**config.mk**
```make
export PLATFORM = sky130hd
export DESIGN_NAME = line_rasterizer
export DESIGN_NICKNAME = d
export VERILOG_FILES = /design/src/design/lr_pkg.sv /design/src/design/lr_queue.sv /design/src/design/lr_front.sv /design/src/design/lr_back.sv /design/src/design/line_rasterizer.sv
export SDC_FILE = /design/constraint.sdc
export NUM_CORES = 1
export LEC_CHECK = 0
export BUFFER_PORTS_ARGS = -buffer_cell sky130_fd_sc_hd__buf_2
export CAP_MARGIN = 15
export CORE_ASPECT_RATIO = 0.6
export CORE_UTILIZATION = 58
export CTS_BUF_LIST = sky130_fd_sc_hd__clkbuf_4 sky130_fd_sc_hd__clkbuf_8
export CTS_CLUSTER_DIAMETER = 200
export DETAILED_ROUTE_END_ITERATION = 10
export GPL_ROUTABILITY_DRIVEN = 1
export GPL_TIMING_DRIVEN = 0
export PLACE_DENSITY = 0.9
export SLEW_MARGIN = 20
export SYNTH_ARGS = -nofsm -noshare
export SYNTH_HDL_FRONTEND = slang
export SYNTH_SLANG_ARGS = --single-unit
```
**constraint.sdc**
```tcl
create_clock -name clk -period 3.65 [get_ports clk]
set_input_delay 0 -clock clk [delete_from_list [all_inputs] [get_ports clk]]
set_output_delay 0 -clock clk [all_outputs]
set_load 0.05 [all_outputs]
```
**src/design/lr_pkg.sv**
```systemverilog
// Shared constants and command codes for the line rasterizer.
package lr_pkg;

  localparam int DEFAULT_COORD_BITS = 8;
  localparam int DEFAULT_COLOR_BITS = 16;
  localparam int DEFAULT_QUEUE_DEPTH = 4;

  // Command codes carried on the cmd field.
  localparam logic CMD_START = 1'b0;
  localparam logic CMD_STEP  = 1'b1;

endpackage

```
**src/design/lr_queue.sv**
```systemverilog
// Small first-in first-out queue between the front and back parts.
module lr_queue #(
  parameter int WIDTH = 8,
  parameter int DEPTH = 4
) (
  input  logic             clk,
  input  logic             rst,
  input  logic             wr_en,
  input  logic [WIDTH-1:0] wr_data,
  output logic             full,
  input  logic             rd_en,
  output logic [WIDTH-1:0] rd_data,
  output logic             empty
);

  localparam int PW = (DEPTH > 1) ? $clog2(DEPTH) : 1;
  localparam int CW = $clog2(DEPTH + 1);
  localparam logic [PW-1:0] LAST_SLOT = PW'(DEPTH - 1);
  localparam logic [CW-1:0] FULL_COUNT = CW'(DEPTH);

  logic [WIDTH-1:0] slots [DEPTH];
  logic [PW-1:0] wr_ptr;
  logic [PW-1:0] rd_ptr;
  logic [CW-1:0] count;
  logic do_wr;
  logic do_rd;

  assign full    = (count == FULL_COUNT);
  assign empty   = (count == '0);
  assign do_wr   = wr_en && !full;
  assign do_rd   = rd_en && !empty;
  assign rd_data = slots[rd_ptr];

  always_ff @(posedge clk) begin
    if (do_wr) begin
      slots[wr_ptr] <= wr_data;
    end
  end

  always_ff @(posedge clk) begin
    if (rst) begin
      wr_ptr <= '0;
      rd_ptr <= '0;
      count  <= '0;
    end else begin
      if (do_wr) begin
        wr_ptr <= (wr_ptr == LAST_SLOT) ? '0 : wr_ptr + PW'(1);
      end
      if (do_rd) begin
        rd_ptr <= (rd_ptr == LAST_SLOT) ? '0 : rd_ptr + PW'(1);
      end
      if (do_wr && !do_rd) begin
        count <= count + CW'(1);
      end else if (do_rd && !do_wr) begin
        count <= count - CW'(1);
      end
    end
  end

  a_count_bounded: assert property (@(posedge clk) disable iff (rst)
    count <= FULL_COUNT)
    else $error("queue count beyond depth");

  a_write_grows: assert property (@(posedge clk) disable iff (rst)
    (do_wr && !do_rd) |=> !empty)
    else $error("queue empty after an unmatched write");

endmodule

```
**src/design/lr_front.sv**
```systemverilog
// Front part: accepts transactions, prepares line setup, feeds the queue.
module lr_front #(
  parameter int COORD_BITS = 8,
  parameter int COLOR_BITS = 16,
  parameter int ENTRY_W = 3 + 5 * COORD_BITS + COLOR_BITS
) (
  input  logic                  clk,
  input  logic                  rst,
  input  logic                  cmd_valid,
  output logic                  cmd_stall,
  input  logic                  cmd,
  input  logic [COORD_BITS-1:0] x_start,
  input  logic [COORD_BITS-1:0] y_start,
  input  logic [COORD_BITS-1:0] x_end,
  input  logic [COORD_BITS-1:0] y_end,
  input  logic [COLOR_BITS-1:0] color_in,
  output logic                  q_wr_en,
  output logic [ENTRY_W-1:0]    q_wr_data,
  input  logic                  q_full
);
  import lr_pkg::*;

  typedef struct packed {
    logic                  kind;
    logic                  steep;
    logic                  down;
    logic [COORD_BITS-1:0] major_pos;
    logic [COORD_BITS-1:0] major_stop;
    logic [COORD_BITS-1:0] minor_pos;
    logic [COORD_BITS-1:0] delta_major;
    logic [COORD_BITS-1:0] delta_minor;
    logic [COLOR_BITS-1:0] color;
  } entry_t;

  // First stage registers: endpoints already swapped for steep lines.
  logic                  s1_valid;
  logic                  s1_kind;
  logic                  s1_steep;
  logic [COORD_BITS-1:0] s1_ax;
  logic [COORD_BITS-1:0] s1_ay;
  logic [COORD_BITS-1:0] s1_bx;
  logic [COORD_BITS-1:0] s1_by;
  logic [COLOR_BITS-1:0] s1_color;

  logic                  accept;
  logic [COORD_BITS-1:0] dx;
  logic [COORD_BITS-1:0] dy;
  logic                  steep;
  logic                  flip;
  logic [COORD_BITS-1:0] p_major;
  logic [COORD_BITS-1:0] p_stop;
  logic [COORD_BITS-1:0] p_minor;
  logic [COORD_BITS-1:0] p_minor_end;
  entry_t                entry;

  assign cmd_stall = s1_valid && q_full;
  assign accept    = cmd_valid && !cmd_stall;

  assign dx    = (x_start > x_end) ? x_start - x_end : x_end - x_start;
  assign dy    = (y_start > y_end) ? y_start - y_end : y_end - y_start;
  assign steep = dy > dx;

  always_ff @(posedge clk) begin
    if (rst) begin
      s1_valid <= 1'b0;
    end else if (accept) begin
      s1_valid <= 1'b1;
    end else if (!q_full) begin
      s1_valid <= 1'b0;
    end
  end

  always_ff @(posedge clk) begin
    if (accept) begin
      s1_kind  <= cmd;
      s1_steep <= steep;
      s1_ax    <= steep ? y_start : x_start;
      s1_ay    <= steep ? x_start : y_start;
      s1_bx    <= steep ? y_end : x_end;
      s1_by    <= steep ? x_end : y_end;
      s1_color <= color_in;
    end
  end

  // Order the endpoints so the major coordinate increases.
  assign flip        = s1_ax > s1_bx;
  assign p_major     = flip ? s1_bx : s1_ax;
  assign p_stop      = flip ? s1_ax : s1_bx;
  assign p_minor     = flip ? s1_by : s1_ay;
  assign p_minor_end = flip ? s1_ay : s1_by;

  always_comb begin
    entry.kind        = s1_kind;
    entry.steep       = s1_steep;
    entry.down        = !(p_minor < p_minor_end);
    entry.major_pos   = p_major;
    entry.major_stop  = p_stop;
    entry.minor_pos   = p_minor;
    entry.delta_major = p_stop - p_major;
    entry.delta_minor = (p_minor > p_minor_end) ? p_minor - p_minor_end
                                                : p_minor_end - p_minor;
    entry.color       = s1_color;
  end

  assign q_wr_en   = s1_valid && !q_full;
  assign q_wr_data = ENTRY_W'(entry);

  a_stall_held: assert property (@(posedge clk) disable iff (rst)
    cmd_stall |=> s1_valid)
    else $error("front stage lost its transaction while stalled");

  a_step_classified: assert property (@(posedge clk) disable iff (rst)
    (q_wr_en && s1_kind == CMD_START) |-> (entry.major_pos <= entry.major_stop))
    else $error("start entry pushed with endpoints out of order");

endmodule

```
**src/design/lr_back.sv**
```systemverilog
// Back part: runs the Bresenham stepping and holds the pixel output register.
module lr_back #(
  parameter int COORD_BITS = 8,
  parameter int COLOR_BITS = 16,
  parameter int ENTRY_W = 3 + 5 * COORD_BITS + COLOR_BITS
) (
  input  logic                  clk,
  input  logic                  rst,
  input  logic                  q_empty,
  input  logic [ENTRY_W-1:0]    q_rd_data,
  output logic                  q_rd_en,
  output logic                  pixel_valid,
  input  logic                  pixel_stall,
  output logic [COORD_BITS-1:0] pixel_x,
  output logic [COORD_BITS-1:0] pixel_y,
  output logic [COLOR_BITS-1:0] color_out,
  output logic                  last
);
  import lr_pkg::*;

  localparam int EW = COORD_BITS + 2;

  typedef struct packed {
    logic                  kind;
    logic                  steep;
    logic                  down;
    logic [COORD_BITS-1:0] major_pos;
    logic [COORD_BITS-1:0] major_stop;
    logic [COORD_BITS-1:0] minor_pos;
    logic [COORD_BITS-1:0] delta_major;
    logic [COORD_BITS-1:0] delta_minor;
    logic [COLOR_BITS-1:0] color;
  } entry_t;

  entry_t                head;
  logic                  busy;
  logic                  is_steep;
  logic                  minor_down;
  logic [COORD_BITS-1:0] major_pos;
  logic [COORD_BITS-1:0] major_stop;
  logic [COORD_BITS-1:0] minor_pos;
  logic [COORD_BITS-1:0] delta_major;
  logic [COORD_BITS-1:0] delta_minor;
  logic [COLOR_BITS-1:0] line_color;
  logic signed [EW-1:0]  error_acc;

  logic                  pop;
  logic                  is_start;
  logic                  emit;
  logic                  fin;
  logic signed [EW-1:0]  err_sub;
  logic signed [EW-1:0]  error_acc_next;

  assign head     = entry_t'(q_rd_data);
  assign pop      = !q_empty && !(pixel_valid && pixel_stall);
  assign q_rd_en  = pop;
  assign is_start = (head.kind == CMD_START);
  assign emit     = pop && !is_start && busy;
  assign fin      = (major_pos == major_stop);

  assign err_sub = error_acc - $signed({2'b00, delta_minor});
  assign error_acc_next = err_sub[EW-1] ? err_sub + $signed({2'b00, delta_major})
                                        : err_sub;

  always_ff @(posedge clk) begin
    if (rst) begin
      busy      <= 1'b0;
      error_acc <= '0;
    end else if (pop && is_start) begin
      busy      <= 1'b1;
      error_acc <= $signed({2'b00, head.delta_major >> 1});
    end else if (emit) begin
      busy      <= !fin;
      error_acc <= error_acc_next;
    end
  end

  always_ff @(posedge clk) begin
    if (pop && is_start) begin
      is_steep    <= head.steep;
      minor_down  <= head.down;
      major_pos   <= head.major_pos;
      major_stop  <= head.major_stop;
      minor_pos   <= head.minor_pos;
      delta_major <= head.delta_major;
      delta_minor <= head.delta_minor;
      line_color  <= head.color;
    end else if (emit) begin
      major_pos <= major_pos + COORD_BITS'(1);
      if (err_sub[EW-1]) begin
        minor_pos <= minor_down ? minor_pos - COORD_BITS'(1)
                                : minor_pos + COORD_BITS'(1);
      end
    end
  end

  always_ff @(posedge clk) begin
    if (rst) begin
      pixel_valid <= 1'b0;
    end else if (emit) begin
      pixel_valid <= 1'b1;
    end else if (!pixel_stall) begin
      pixel_valid <= 1'b0;
    end
  end

  always_ff @(posedge clk) begin
    if (emit) begin
      pixel_x   <= is_steep ? minor_pos : major_pos;
      pixel_y   <= is_steep ? major_pos : minor_pos;
      color_out <= line_color;
      last      <= fin;
    end
  end

  a_error_range: assert property (@(posedge clk) disable iff (rst)
    busy |-> (error_acc >= 0 && error_acc <= $signed({2'b00, delta_major})))
    else $error("error accumulator out of range");

  a_major_bound: assert property (@(posedge clk) disable iff (rst)
    busy |-> (major_pos <= major_stop))
    else $error("major coordinate passed the stop point");

endmodule

```
**src/design/line_rasterizer.sv**
```systemverilog
// Top level of the Bresenham line rasterizer.
//
// Input channel (cmd_valid / cmd_stall): one transaction is either a start
// command (cmd = 0) that loads two endpoints and a color, or a step command
// (cmd = 1) that asks for the next pixel. A start emits nothing; a step while
// no line is active emits nothing. Steep lines have their axes swapped and the
// endpoints are ordered by the major axis, so pixels may begin at either end.
// Both endpoints are drawn, and the final pixel carries last = 1.
//
// Output channel (pixel_valid / pixel_stall): one pixel per useful step.
// A step passes the front stage register and the four-entry queue before its
// pixel enters the output register. While pixel_stall is low, both channels
// sustain one transaction per clock. Each pixel update subtracts delta_minor
// from the error accumulator and adds delta_major back if the result is negative.
//
// When the receiver stalls, the output register holds its pixel and the queue
// absorbs further commands; cmd_stall rises only once the queue is full and
// the front stage holds a transaction. Reset (rst, synchronous, active high)
// empties the queue and the output register and leaves no line active.
module line_rasterizer #(
  parameter int COORD_BITS = lr_pkg::DEFAULT_COORD_BITS,
  parameter int COLOR_BITS = lr_pkg::DEFAULT_COLOR_BITS,
  parameter int QUEUE_DEPTH = lr_pkg::DEFAULT_QUEUE_DEPTH
) (
  input  logic                  clk,
  input  logic                  rst,
  input  logic                  cmd_valid,
  output logic                  cmd_stall,
  input  logic                  cmd,
  input  logic [COORD_BITS-1:0] x_start,
  input  logic [COORD_BITS-1:0] y_start,
  input  logic [COORD_BITS-1:0] x_end,
  input  logic [COORD_BITS-1:0] y_end,
  input  logic [COLOR_BITS-1:0] color_in,
  output logic                  pixel_valid,
  input  logic                  pixel_stall,
  output logic [COORD_BITS-1:0] pixel_x,
  output logic [COORD_BITS-1:0] pixel_y,
  output logic [COLOR_BITS-1:0] color_out,
  output logic                  last
);
  import lr_pkg::*;

  // A queue entry holds the kind, steep and direction flags, five coordinate
  // values and the color.
  localparam int ENTRY_W = 3 + 5 * COORD_BITS + COLOR_BITS;

  logic               q_wr_en;
  logic [ENTRY_W-1:0] q_wr_data;
  logic               q_full;
  logic               q_rd_en;
  logic [ENTRY_W-1:0] q_rd_data;
  logic               q_empty;

  // The front stage classifies commands and prepares line setup values.
  lr_front #(
    .COORD_BITS(COORD_BITS),
    .COLOR_BITS(COLOR_BITS),
    .ENTRY_W(ENTRY_W)
  ) u_front (
    .clk(clk),
    .rst(rst),
    .cmd_valid(cmd_valid),
    .cmd_stall(cmd_stall),
    .cmd(cmd),
    .x_start(x_start),
    .y_start(y_start),
    .x_end(x_end),
    .y_end(y_end),
    .color_in(color_in),
    .q_wr_en(q_wr_en),
    .q_wr_data(q_wr_data),
    .q_full(q_full)
  );

  // The queue decouples command intake from pixel generation.
  lr_queue #(
    .WIDTH(ENTRY_W),
    .DEPTH(QUEUE_DEPTH)
  ) u_queue (
    .clk(clk),
    .rst(rst),
    .wr_en(q_wr_en),
    .wr_data(q_wr_data),
    .full(q_full),
    .rd_en(q_rd_en),
    .rd_data(q_rd_data),
    .empty(q_empty)
  );

  // The back part runs the stepping and owns the pixel output register.
  lr_back #(
    .COORD_BITS(COORD_BITS),
    .COLOR_BITS(COLOR_BITS),
    .ENTRY_W(ENTRY_W)
  ) u_back (
    .clk(clk),
    .rst(rst),
    .q_empty(q_empty),
    .q_rd_data(q_rd_data),
    .q_rd_en(q_rd_en),
    .pixel_valid(pixel_valid),
    .pixel_stall(pixel_stall),
    .pixel_x(pixel_x),
    .pixel_y(pixel_y),
    .color_out(color_out),
    .last(last)
  );

endmodule
```
# [Yosys cells after proc, flatten, opt, wreduce, memory -nomap -nowiden]
# Memory sizes are Yosys's and may differ from the RTL's. A register that Yosys moved wholly into a read port is not among the register bits.
# Cells that the tools add are included.
[totals] reg_bits=161 ramBits=236 in_bits=53 output_inout_bits=35 wordCells=119 n_memories=1
[mem_list] name="u_queue.slots" words=4 width=59 read_ports=1 rd_ports_with_merged_regs=1 wr=1 line="lr_queue.sv:21" rtl="logic [WIDTH-1:0] slots [DEPTH];"
[classes] addsub=16 magnitude_cmp=6 n_eq_ne=6 n_mux=36 n_bitwise=1 reduce_logical=26
[op_table] op="$mux W8" n=19
[op_table] op="$sub A8 B8 Y8" n=7
[op_table] op="$gt A8 B8 Y1" n=5
[op_table] op="$add A8 B1 Y8 const B" n=2
[op_table] op="$mux W7" n=2
[op_table] op="$logic_and A1 B1 Y1" n=12
[op_table] op="$add A10 B9 Y10" n=1
[op_table] op="$mux W10" n=1
[op_table] op="$sub A10 B9 Y10" n=1
[op_table] op="$eq A8 B8 Y1" n=1
[op_table] op="$logic_not A1 Y1" n=8
[op_table] op="$lt A8 B8 Y1" n=1
[op_table] op="$mux W1" n=8
[op_table] op="$mux W2" n=4
[op_table] op="$sub A8 B1 Y8 const B" n=1
[op_table] op="$mux W3" n=2
[op_table] op="$reduce_bool A2 Y1" n=3
[op_table] op="$add A2 B1 Y2 const B" n=2
[op_table] op="$eq A2 B2 Y1 const B" n=2
[op_table] op="$add A3 B1 Y3 const B" n=1
[op_table] op="$eq A3 B3 Y1 const B" n=1
[op_table] op="$logic_not A3 Y1" n=1
[op_table] op="$sub A3 B1 Y3 const B" n=1
[op_table] op="$ne A2 B1 Y1 const B" n=1
[op_table] op="other kinds (4)" n=4

# [Longest topological paths before layout]
# Gate-level depths: netlist of run 1.
[logic_depth] word_depth=8 ltp_mapped=21 ltp_nobuf=20

# [Cells and area by module]
# From an unflattened synthesis of run 1, not the netlist that was laid out.
[hier_totals] hier_cells=1265 hier_area_um2=18845.6
[by_module_without_submodules] mod="lr_queue" instances=1 cells_each=359 area_per_inst_um2=8997.4 seq_area_each_um2=7267.0
[by_module_without_submodules] mod="lr_front" instances=1 cells_each=534 area_per_inst_um2=4966.0 seq_area_each_um2=1521.5
[by_module_without_submodules] mod="lr_back" instances=1 cells_each=372 area_per_inst_um2=4882.2 seq_area_each_um2=2972.9

# [Worst setup path after synthesis of run 1]
# No wires, ideal clock.
[synth_timing] path_kind="input port to flip-flop" from="input port x_start[0]" to="register u_front.s1_ay[0] (data pin)" setup_ns=0.279 arrival_ns=3.640 required_ns=3.371 slack_ns=-0.268 cell_stages=21 n_path_buf=2 path_cell_list="inv_1 -> ha_1 -> inv_1 -> fa_1 -> a21o_1 -> a21oi_1 -> o22ai_1 -> o22a_1 -> buf_2 -> mux2i_1 -> o21ai_0 -> a211oi_1 -> a211oi_1 -> xnor2_1 -> ha_1 -> nand3_1 -> nor2_1 -> a211oi_1 -> a21oi_1 -> clkbuf_1 -> mux2i_1"
[synth_via] elab_chain_len=4 word_cells_on_any_way=6 classes_between="add/sub (2); order compare (2); mux (2)"
[synth_lines] item="start, declared" line="line_rasterizer.sv:30" rtl="input logic [COORD_BITS-1:0] x_start,"
[synth_lines] item="$sub A8 B8 Y8 / $gt A8 B8 Y1 (equally long branches)" line="lr_front.sv:59" rtl="assign dx = (x_start > x_end) ? x_start - x_end : x_end - x_start;"
[synth_lines] item="$mux W8" line="lr_front.sv:59"
[synth_lines] item="$gt A8 B8 Y1" line="lr_front.sv:61" rtl="assign steep = dy > dx;"
[synth_lines] item="$mux W8 (*)" line="lr_front.sv:78" rtl="s1_ay <= steep ? x_start : y_start;"
[synth_lines] item="end signal, assigned" line="lr_front.sv:78"
[synth_lines] item="end, declared" line="lr_front.sv:40" rtl="logic [COORD_BITS-1:0] s1_ay;"
# Every way passes the cells marked *; elsewhere a longest branch is shown, timed or not.
# A chain may end at the register's enable or synchronous reset.

# [Worst setup path after layout of run 1]
[layout_timing] from="register u_front.s1_bx[5]" to="memory u_queue.slots[2][22] in the netlist's numbering (data pin)"
[layout_via] elab_chain_len=4 word_cells_on_any_way=7 classes_between="add/sub (2); order compare (2); mux (3)"
[layout_lines] item="start, declared" line="lr_front.sv:41" rtl="logic [COORD_BITS-1:0] s1_bx;"
[layout_lines] item="start signal, assigned" line="lr_front.sv:79" rtl="s1_bx <= steep ? y_end : x_end;"
[layout_lines] item="$gt A8 B8 Y1 (*)" line="lr_front.sv:86" rtl="assign flip = s1_ax > s1_bx;"
[layout_lines] item="$mux W8 (on tied branches)" line="lr_front.sv:90, lr_front.sv:89"
[layout_lines] item="$sub A8 B8 Y8, or another cell as far along" line="lr_front.sv:101" rtl=": p_minor_end - p_minor;"
[layout_lines] item="$mux W8 (*)" line="lr_front.sv:100" rtl="entry.delta_minor = (p_minor > p_minor_end) ? p_minor - p_minor_end"
[layout_lines] item="via q_wr_data[22]" line="line_rasterizer.sv:49" rtl="logic [ENTRY_W-1:0] q_wr_data;"
[layout_lines] item="end, declared" line="lr_queue.sv:21"
# Mark *: on every way through the listed nets, which the timed path passes. The rest lies on a longest branch.

==> impl_metrics.yaml, run 1 <==
worst_setup_path:
  critPathKind: "flip-flop to flip-flop"
  cp_data_arrival_time_ns: 4.62
  required_ns: 4.06
  startpoint_type: "flip-flop"
  regToRegSetupSlack_ns: -0.56
  path_max_fanout: 7
  cp-end-kind: "flip-flop"
global_routing:
  grtUsageTotal_pct: 26.7
  grt_max_degree: 47
  grt_pass1_wl_um: 65600
  overflow: 0
  grt_pass1_vias: 11900
  antenna_found_initial: 0
outcome:
  outcome: "finished with violations"
  violations: "negative setup slack"
sta:
  setup_viol: 28
  grt_setup_unrepaired: "yes"
  finClkSkew_ns: 0.0347
  tightest_slew_ns: 1.06
  fin_crit_sh_pct: 115
  report.final.slew_viol_count: 0
  slew_headroom_pct: 29.2
  period_needed_ns: 4.21
  fin_ws_ns: -0.555
  setup_tns_ns: -13.49
  fin_hold_ws_ns: 0.101
  fmax_ghz: 0.238
  report.final.hold_viol_count: 0
yosys:
  yosys.area_share.simple_pct: 5.60
  synth_top_family_by_area: "multiplexers"
  synthMuxAreaShare_pct: 11.8
  synth_area_leaders: "edfxtp_1, mux4_2, ha_1"
  synth_ff_type: "edfxtp_1"
  ys_ff_latch: 399
  syn-instance-count: 1243
  synth_compound_area_share_pct: 7.16
  syn_nets: 1382
  syn_area_um2: 18500
  synth_xor_xnor_area_share_pct: 2.88
  synth-edff-count: 377
  synth_most_common_cell: "edfxtp_1"
  ys_async_sr_fraction_pct: 0
  synth_fa_ha_area_share_pct: 6.36
  yosysUniqueCellTypes: 75
  yosysWarnings: 0
  synth_common_cells: "edfxtp_1, inv_1, ha_1, nand2_1, mux4_2"
  yosysTopAreaCellShare_pct: 61.1
  syn_avg_cell_area_um2: 14.9
  synth_top_area_cell: "edfxtp_1"
  ys_seq_area_share_pct: 63.4
power:
  p_per_area_nw_per_um2: 928
  comb_power_share_pct: 48.3
  p_sw_share_pct: 38.5
  seqPwrFrac_pct: 35.8
  clkPwrFrac_pct: 15.8
  internal_power_mw: 12.5
  ir_drop_mv: 0.530
  p_sw_mw: 7.85
  total_power_mw: 20.4
  leakagePower_nw: 8.09
die:
  coreArea_um2: 31300
  placementRows: 50
  die_w_um: 233
  fp.dieH_um: 140
  start_util_pct: 59.3
  io_pins: 88
  dieArea_um2: 32700
placement:
  dp_hpwl_um: 28600
  pre_cts_ws_ns: -0.875
  gp_congestion: 0.911
  dp_cells: 1753
  port_buffers: 87
  placed_cell_area_um2: 19800
cells_and_area:
  utilization_pct: 70.3
  fill_cells: 1832
  fin_nets: 1613
  antenna_cells: 0
  final_cells: 1926
  drive_gt1_share_pct: 25.2
  area_delta_synth_final_pct: 18.5
  postLayoutCellArea_um2: 22000
clocking:
  cts_buffer_depth: 3
  clk_pin_slew_ns: 0.07
  htree_levels: 2
  clockRootBuffer: "clkbuf_8"
  clk_latency_ns: 0.62
  clock_sinks: 399
  cts_buffers: 50
  cts_tree: "built"
job:
  cap_violations: 0
drt:
  drt_iter0_drc: 1391
  wl_um: 43900
  wl_per_cell_um: 22.8
  first_pass_iters: 5
  ant_nets: 0
  num_vias: 11900
  vias_per_cell: 6.20
  drc: 0
worst_hold_path:
  hold_path.class: "input pin to flip-flop"
==> path summary, 6_finish.rpt <==
kind                                             from  cells past startpoint                   end
worst max-delay path                 u_front.s1_bx[5]                     20  u_queue.slots[2][22]
worst min-delay path                     color_in[15]                      2  u_front.s1_color[15]
worst max register to register       u_front.s1_bx[5]                     20  u_queue.slots[2][22]
worst min register to register  u_back.line_color[12]                      0  u_back.color_out[12]
==> power by group through the flow <==
stage	clock [mW]	sequential (mW)	combinational, mW
after detailed placement	0	7.37	8.16
after global routing	3.44	7.37	10.5
after global placement	0	7.34	7.63
final	3.23	7.31	9.86
after CTS	3.25	7.28	8.84
after floorplan	0	7.36	5.83
==> cell usage in the layout, fill, tap and decap left out, drive strengths merged, types with 4 or more instances in the layout <==
cell type,n
edfxtp,377
buf,146
clkbuf,94
inv,85
nand2,78
ha,78
o21ai,60
mux4,59
a21oi,58
mux2i,57
dlygate4sd3,52
nor2,51
xnor2,39
mux2,26
dfxtp,22
xor2,22
nor2b,19
a21o,15
o22ai,15
clkinv,14
nand2b,11
nand4,11
nand3,11
o21bai,9
a211oi,9
and2,9
fa,8
nor3,8
a22oi,7
or3,5
o21a,5
and3,4
o211ai,4
maj3,4
a21boi,4
==> worst max-delay path, stage by stage, from the launching register on <==
cell	delay (ns)
edfxtp_1	0.39
inv_2	0.07
ha_1	0.29
buf_6	0.13
nand4_4	0.15
o22a_1	0.23
o21a_1	0.13
buf_6	0.13
mux2i_4	0.19
ha_4	0.22
buf_6	0.12
nor2_2	0.09
a21oi_2	0.05
o31ai_1	0.40
mux2_4	0.26
o22ai_4	0.08
o21a_4	0.17
buf_8	0.15
mux2_4	0.33
o21ai_4	0.18
xor2_4	0.24
==> metal layers <==
layer / vias up / share of wire [%] / wire, µm / global-route usage (%)
met5: - / 0 / 0 / 0
met3: 102 / 10 / 4430 / 6.33
met4: 0 / 2.7 / 1180 / 7.77
met2: 721 / 46 / 20300 / 42.2
li1: 5198 / - / - / -
met1: 5928 / 41 / 17900 / 37.2
==> cell type report <==
type                       instances  area [µm²]  area share, %
timing repair buffer             180        1440           6.56
clock buffer                      70         838           3.81
inverter                          83         312           1.42
buffer                            42         245           1.12
sequential                       399       11800           53.5
clock inverter                    18         136          0.621
tap                              416         520           2.37
multi-input combinational        718        6720           30.6
==> registers in the layout (all words and copies together) (netlist names), 10 cells and up, named ones only <==
| register | flops |
|---|---|
| u_back.error_acc | 10 |
| u_queue.slots | 236 |
| u_front.s1_color | 16 |
| u_back.line_color | 16 |
| u_back.color_out | 16 |
==> logic make-up after synthesis <==
logic type               Yosys count
flip-flops                       399
AND/OR/NAND/NOR                  216
AO/OA/AOI/OAI                    209
multiplexers                     142
buffers and inverters            126
adder cells (fa/ha/maj)           90
XOR/XNOR                          61
==> what timing repair did <==
| item | in CTS | in global routing |
|---|---|---|
| setup buffers | 15 | 18 |
| resized for setup | 37 | 55 |
| endpoints found under the hold margin | 62 | 0 |
| hold buffers | 52 | 0 |
| endpoints found under the setup margin | 89 | 121 |
| cloned | 1 | 1 |
| pin swaps | 12 | 19 |
Power figures use the tool's default switching activity.
==> run 2, diff against run 1 <==
--- a/config.mk
+++ b/config.mk
@@ -6,14 +6,14 @@
 export NUM_CORES = 1
 export LEC_CHECK = 0
+export ABC_AREA = 1
 export BUFFER_PORTS_ARGS = -buffer_cell sky130_fd_sc_hd__buf_2
 export CAP_MARGIN = 15
 export CORE_ASPECT_RATIO = 0.6
-export CORE_UTILIZATION = 58
-export CTS_BUF_LIST = sky130_fd_sc_hd__clkbuf_4 sky130_fd_sc_hd__clkbuf_8
+export CORE_UTILIZATION = 56
 export CTS_CLUSTER_DIAMETER = 200
 export DETAILED_ROUTE_END_ITERATION = 10
 export GPL_ROUTABILITY_DRIVEN = 1
 export GPL_TIMING_DRIVEN = 0
-export PLACE_DENSITY = 0.9
+export PLACE_DENSITY = 0.88
 export SLEW_MARGIN = 20
 export SYNTH_ARGS = -nofsm -noshare
==> constraint.sdc (replaced) <==
create_clock -name clk -period 3.65 [get_ports clk]
set_input_delay 0 -clock clk [delete_from_list [all_inputs] [get_ports clk]]
set_output_delay 0 -clock clk [all_outputs]
set_load 0.1 [all_outputs]
==> run 2 against run 1 <==
The flow finishes with violations (negative hold slack). Setup slack gained 0.68 ns. Clock skew down 0.013 ns. Critical path depth unchanged. Critical path type is now input pin to flip-flop. Design area grew 0.24%. Count of clock-buffer cells in the layout down 28. Critical endpoint is now u_front.s1_by[1].
==> impl_metrics.yaml, run 2 <==
outcome:
  outcome: "finished with violations"
  violations: "negative hold slack"
die:
  die_w_um: 240
  coreArea_um2: 32900
  dieArea_um2: 34600
  placementRows: 51
  io_pins: 88
  fp.dieH_um: 145
  start_util_pct: 57.7
clocking:
  clockRootBuffer: "clkbuf_16"
  cts_tree: "built"
  post_cts_buffers: 0
  clock_sinks: 399
  clk_latency_ns: 0.55
  cts_buffers: 36
  htree_levels: 2
  clk_pin_slew_ns: 0.07
  cts_buffer_depth: 3
sta:
  fin_ws_ns: 0.120
  finClkSkew_ns: 0.0221
  report.final.hold_viol_count: 8
  fin_crit_sh_pct: 96.7
  report.final.slew_viol_count: 0
  fin_hold_ws_ns: -0.190
  grt_setup_unrepaired: "yes"
  slew_headroom_pct: 40.5
  tightest_slew_ns: 0.886
  fmax_ghz: 0.283
  period_needed_ns: 3.53
  setup_viol: 0
drt:
  first_pass_iters: 8
  drt_iter0_drc: 2151
  num_vias: 14700
  vias_per_cell: 6.05
  wl_um: 50700
  ant_nets: 0
  drc: 0
  wl_per_cell_um: 21.0
yosys:
  synth_xor_xnor_area_share_pct: 2.36
  yosys.area_share.simple_pct: 13.1
  synth_top_area_cell: "edfxtp_1"
  ys_seq_area_share_pct: 62.0
  syn-instance-count: 1758
  synth_most_common_cell: "edfxtp_1"
  ys_async_sr_fraction_pct: 0
  synth_compound_area_share_pct: 11.4
  synth_ff_type: "edfxtp_1"
  synthMuxAreaShare_pct: 0.284
  yosysUniqueCellTypes: 49
  synth_common_cells: "edfxtp_1, nand2_1, o21ai_0"
  synth-edff-count: 377
  synth_fa_ha_area_share_pct: 5.99
  syn_avg_cell_area_um2: 10.8
  syn_nets: 1897
  ys_ff_latch: 399
  yosysTopAreaCellShare_pct: 59.7
  yosysWarnings: 0
  syn_area_um2: 19000
  synth_area_leaders: "edfxtp_1, nand2_1, o21ai_0"
  synth_top_family_by_area: "simple AND/OR/NAND/NOR gates"
placement:
  port_buffers: 87
  gp_congestion: 0.940
  pre_cts_ws_ns: -0.781
  dp_hpwl_um: 35000
cells_and_area:
  largest-register: "u_queue.slots"
  drive_gt1_share_pct: 11.6
  most-common-layout-cells: "edfxtp_1, nand2_1, o21ai_0"
  final_common_cell: "edfxtp_1"
  fill_cells: 2236
  fin_nets: 2083
  largest_reg_flops: 236
  antenna_cells: 0
  area_delta_synth_final_pct: 16.2
worst_setup_path:
  cp-endpoint: "u_front.s1_by[1]"
  cp_data_arrival_time_ns: 3.79
  startpoint_type: "input pin"
  path_max_fanout: 10
  crit_start: "y_start[5]"
  cp-end-kind: "flip-flop"
  regToRegSetupSlack_ns: 0.18
  critPathKind: "input pin to flip-flop"
  r2r-end: "u_queue.slots[0][19]"
  required_ns: 3.91
  ff2ff_path_depth: 23
  reg2reg_from: "u_front.s1_bx[2]"
job:
  cap_violations: 0
global_routing:
  antenna_found_initial: 0
  overflow: 0
  grt_pass1_vias: 14400
  grt_pass1_wl_um: 77600
  grt_max_degree: 40
  grtUsageTotal_pct: 29.6
worst_hold_path:
  hold_path.class: "input pin to flip-flop"
power:
  p_per_area_nw_per_um2: 992
  ir_drop_mv: 0.480
  total_power_mw: 21.9
  leakagePower_nw: 8.70
==> run 2: cell count changes after synthesis, moves of 24 or more <==
cell and delta:
nand2_1 +232, o21ai_0 +140, nor2_1 +127, inv_1 +80, mux4_2 -59, mux2i_1 -55
nand3_1 +49, o22ai_1 +42, xnor2_1 -29, clkbuf_1 +24
==> run 2: where the power goes <==
part	switching [mW]	total (mW)	internal [mW]
combinational	7.34	10.3	2.94
sequential	0.523	7.64	7.12
clock	1.68	3.94	2.26
==> run 2: how the worst min path moves through the flow <==
stage,from,to,slack [ns],cells after the start
finish,x_start[2],u_front.s1_ax[2],-0.19,3
floorplan,rst,u_back.error_acc[0],0.07,1
global route,y_start[3],u_front.s1_ay[3],-0.18,3
global placement,color_in[0],u_front.s1_color[0],0.18,1
detailed placement,color_in[6],u_front.s1_color[6],0.18,1
CTS,y_start[3],u_front.s1_ay[3],-0.20,3
==> run 2: per-layer routing <==
layer  vias up  part of all wire, %  GRT usage (%)  wire length [µm]
li1       6537                    -              -                 -
met4         0                  2.3           9.75              1170
met3       130                   14           8.42              7120
met5         -                    0              0                 0
met1      6895                   39           41.0             19900
met2      1095                   45           45.2             22600
==> run 2: what timing repair did <==
item                       CTS  global route
hold buffers                47             3
hold endpoints to repair    60            10
resized for setup            7            20
setup endpoints to repair   31            32
==> run 2: stage by stage <==
| step | area [µm²] | hold WS (ns) | instances | utilization, % | TNS, ns |
|---|---|---|---|---|---|
| CTS | 22000 | -0.203 | 2420 | 66.9 | 0 |
| global placement | 20000 | 0.177 | 2295 | 60.7 | -502.47 |
| floorplan | 19000 | 0.0694 | 1758 | - | -1.01 |
| finish | 22000 | -0.190 | 2421 | 67.0 | 0 |
| detailed placement | 20300 | 0.178 | 2308 | 61.7 | -21.86 |
| global route | 22000 | -0.178 | 2421 | 67.0 | -0.0135 |
==> run 2: area by class of cell <==
type                       instances  area (µm²)  area share (%)
clock buffer                      42         966            4.38
buffer                            61         289            1.31
multi-input combinational       1129        6340            28.8
sequential                       399       11800            53.4
tap                              450         563            2.56
clock inverter                    23         246            1.12
inverter                         167         627            2.85
timing repair buffer             150        1230            5.60
==> run 2: kinds of logic after synthesis <==
kind of cell    after synthesis
mux                           5
simple gates                599
compound gates              388
fa+ha+maj                    86
xor+xnor                     51
buf+inv                     230
flops                       399
==> run 2: critical path, stage by stage <==
cell	delay (ns)
dlygate4sd3_1	0.52
buf_2	0.13
inv_1	0.06
ha_1	0.29
inv_1	0.15
nor4_2	0.40
nand4_1	0.25
nand2_4	0.21
inv_2	0.10
nand2_1	0.09
nand2_1	0.05
nand2_1	0.05
nand2_1	0.05
ha_1	0.29
nand2_1	0.07
nor2_1	0.22
nand4_1	0.20
nand2_2	0.22
buf_2	0.30
o21ai_0	0.15
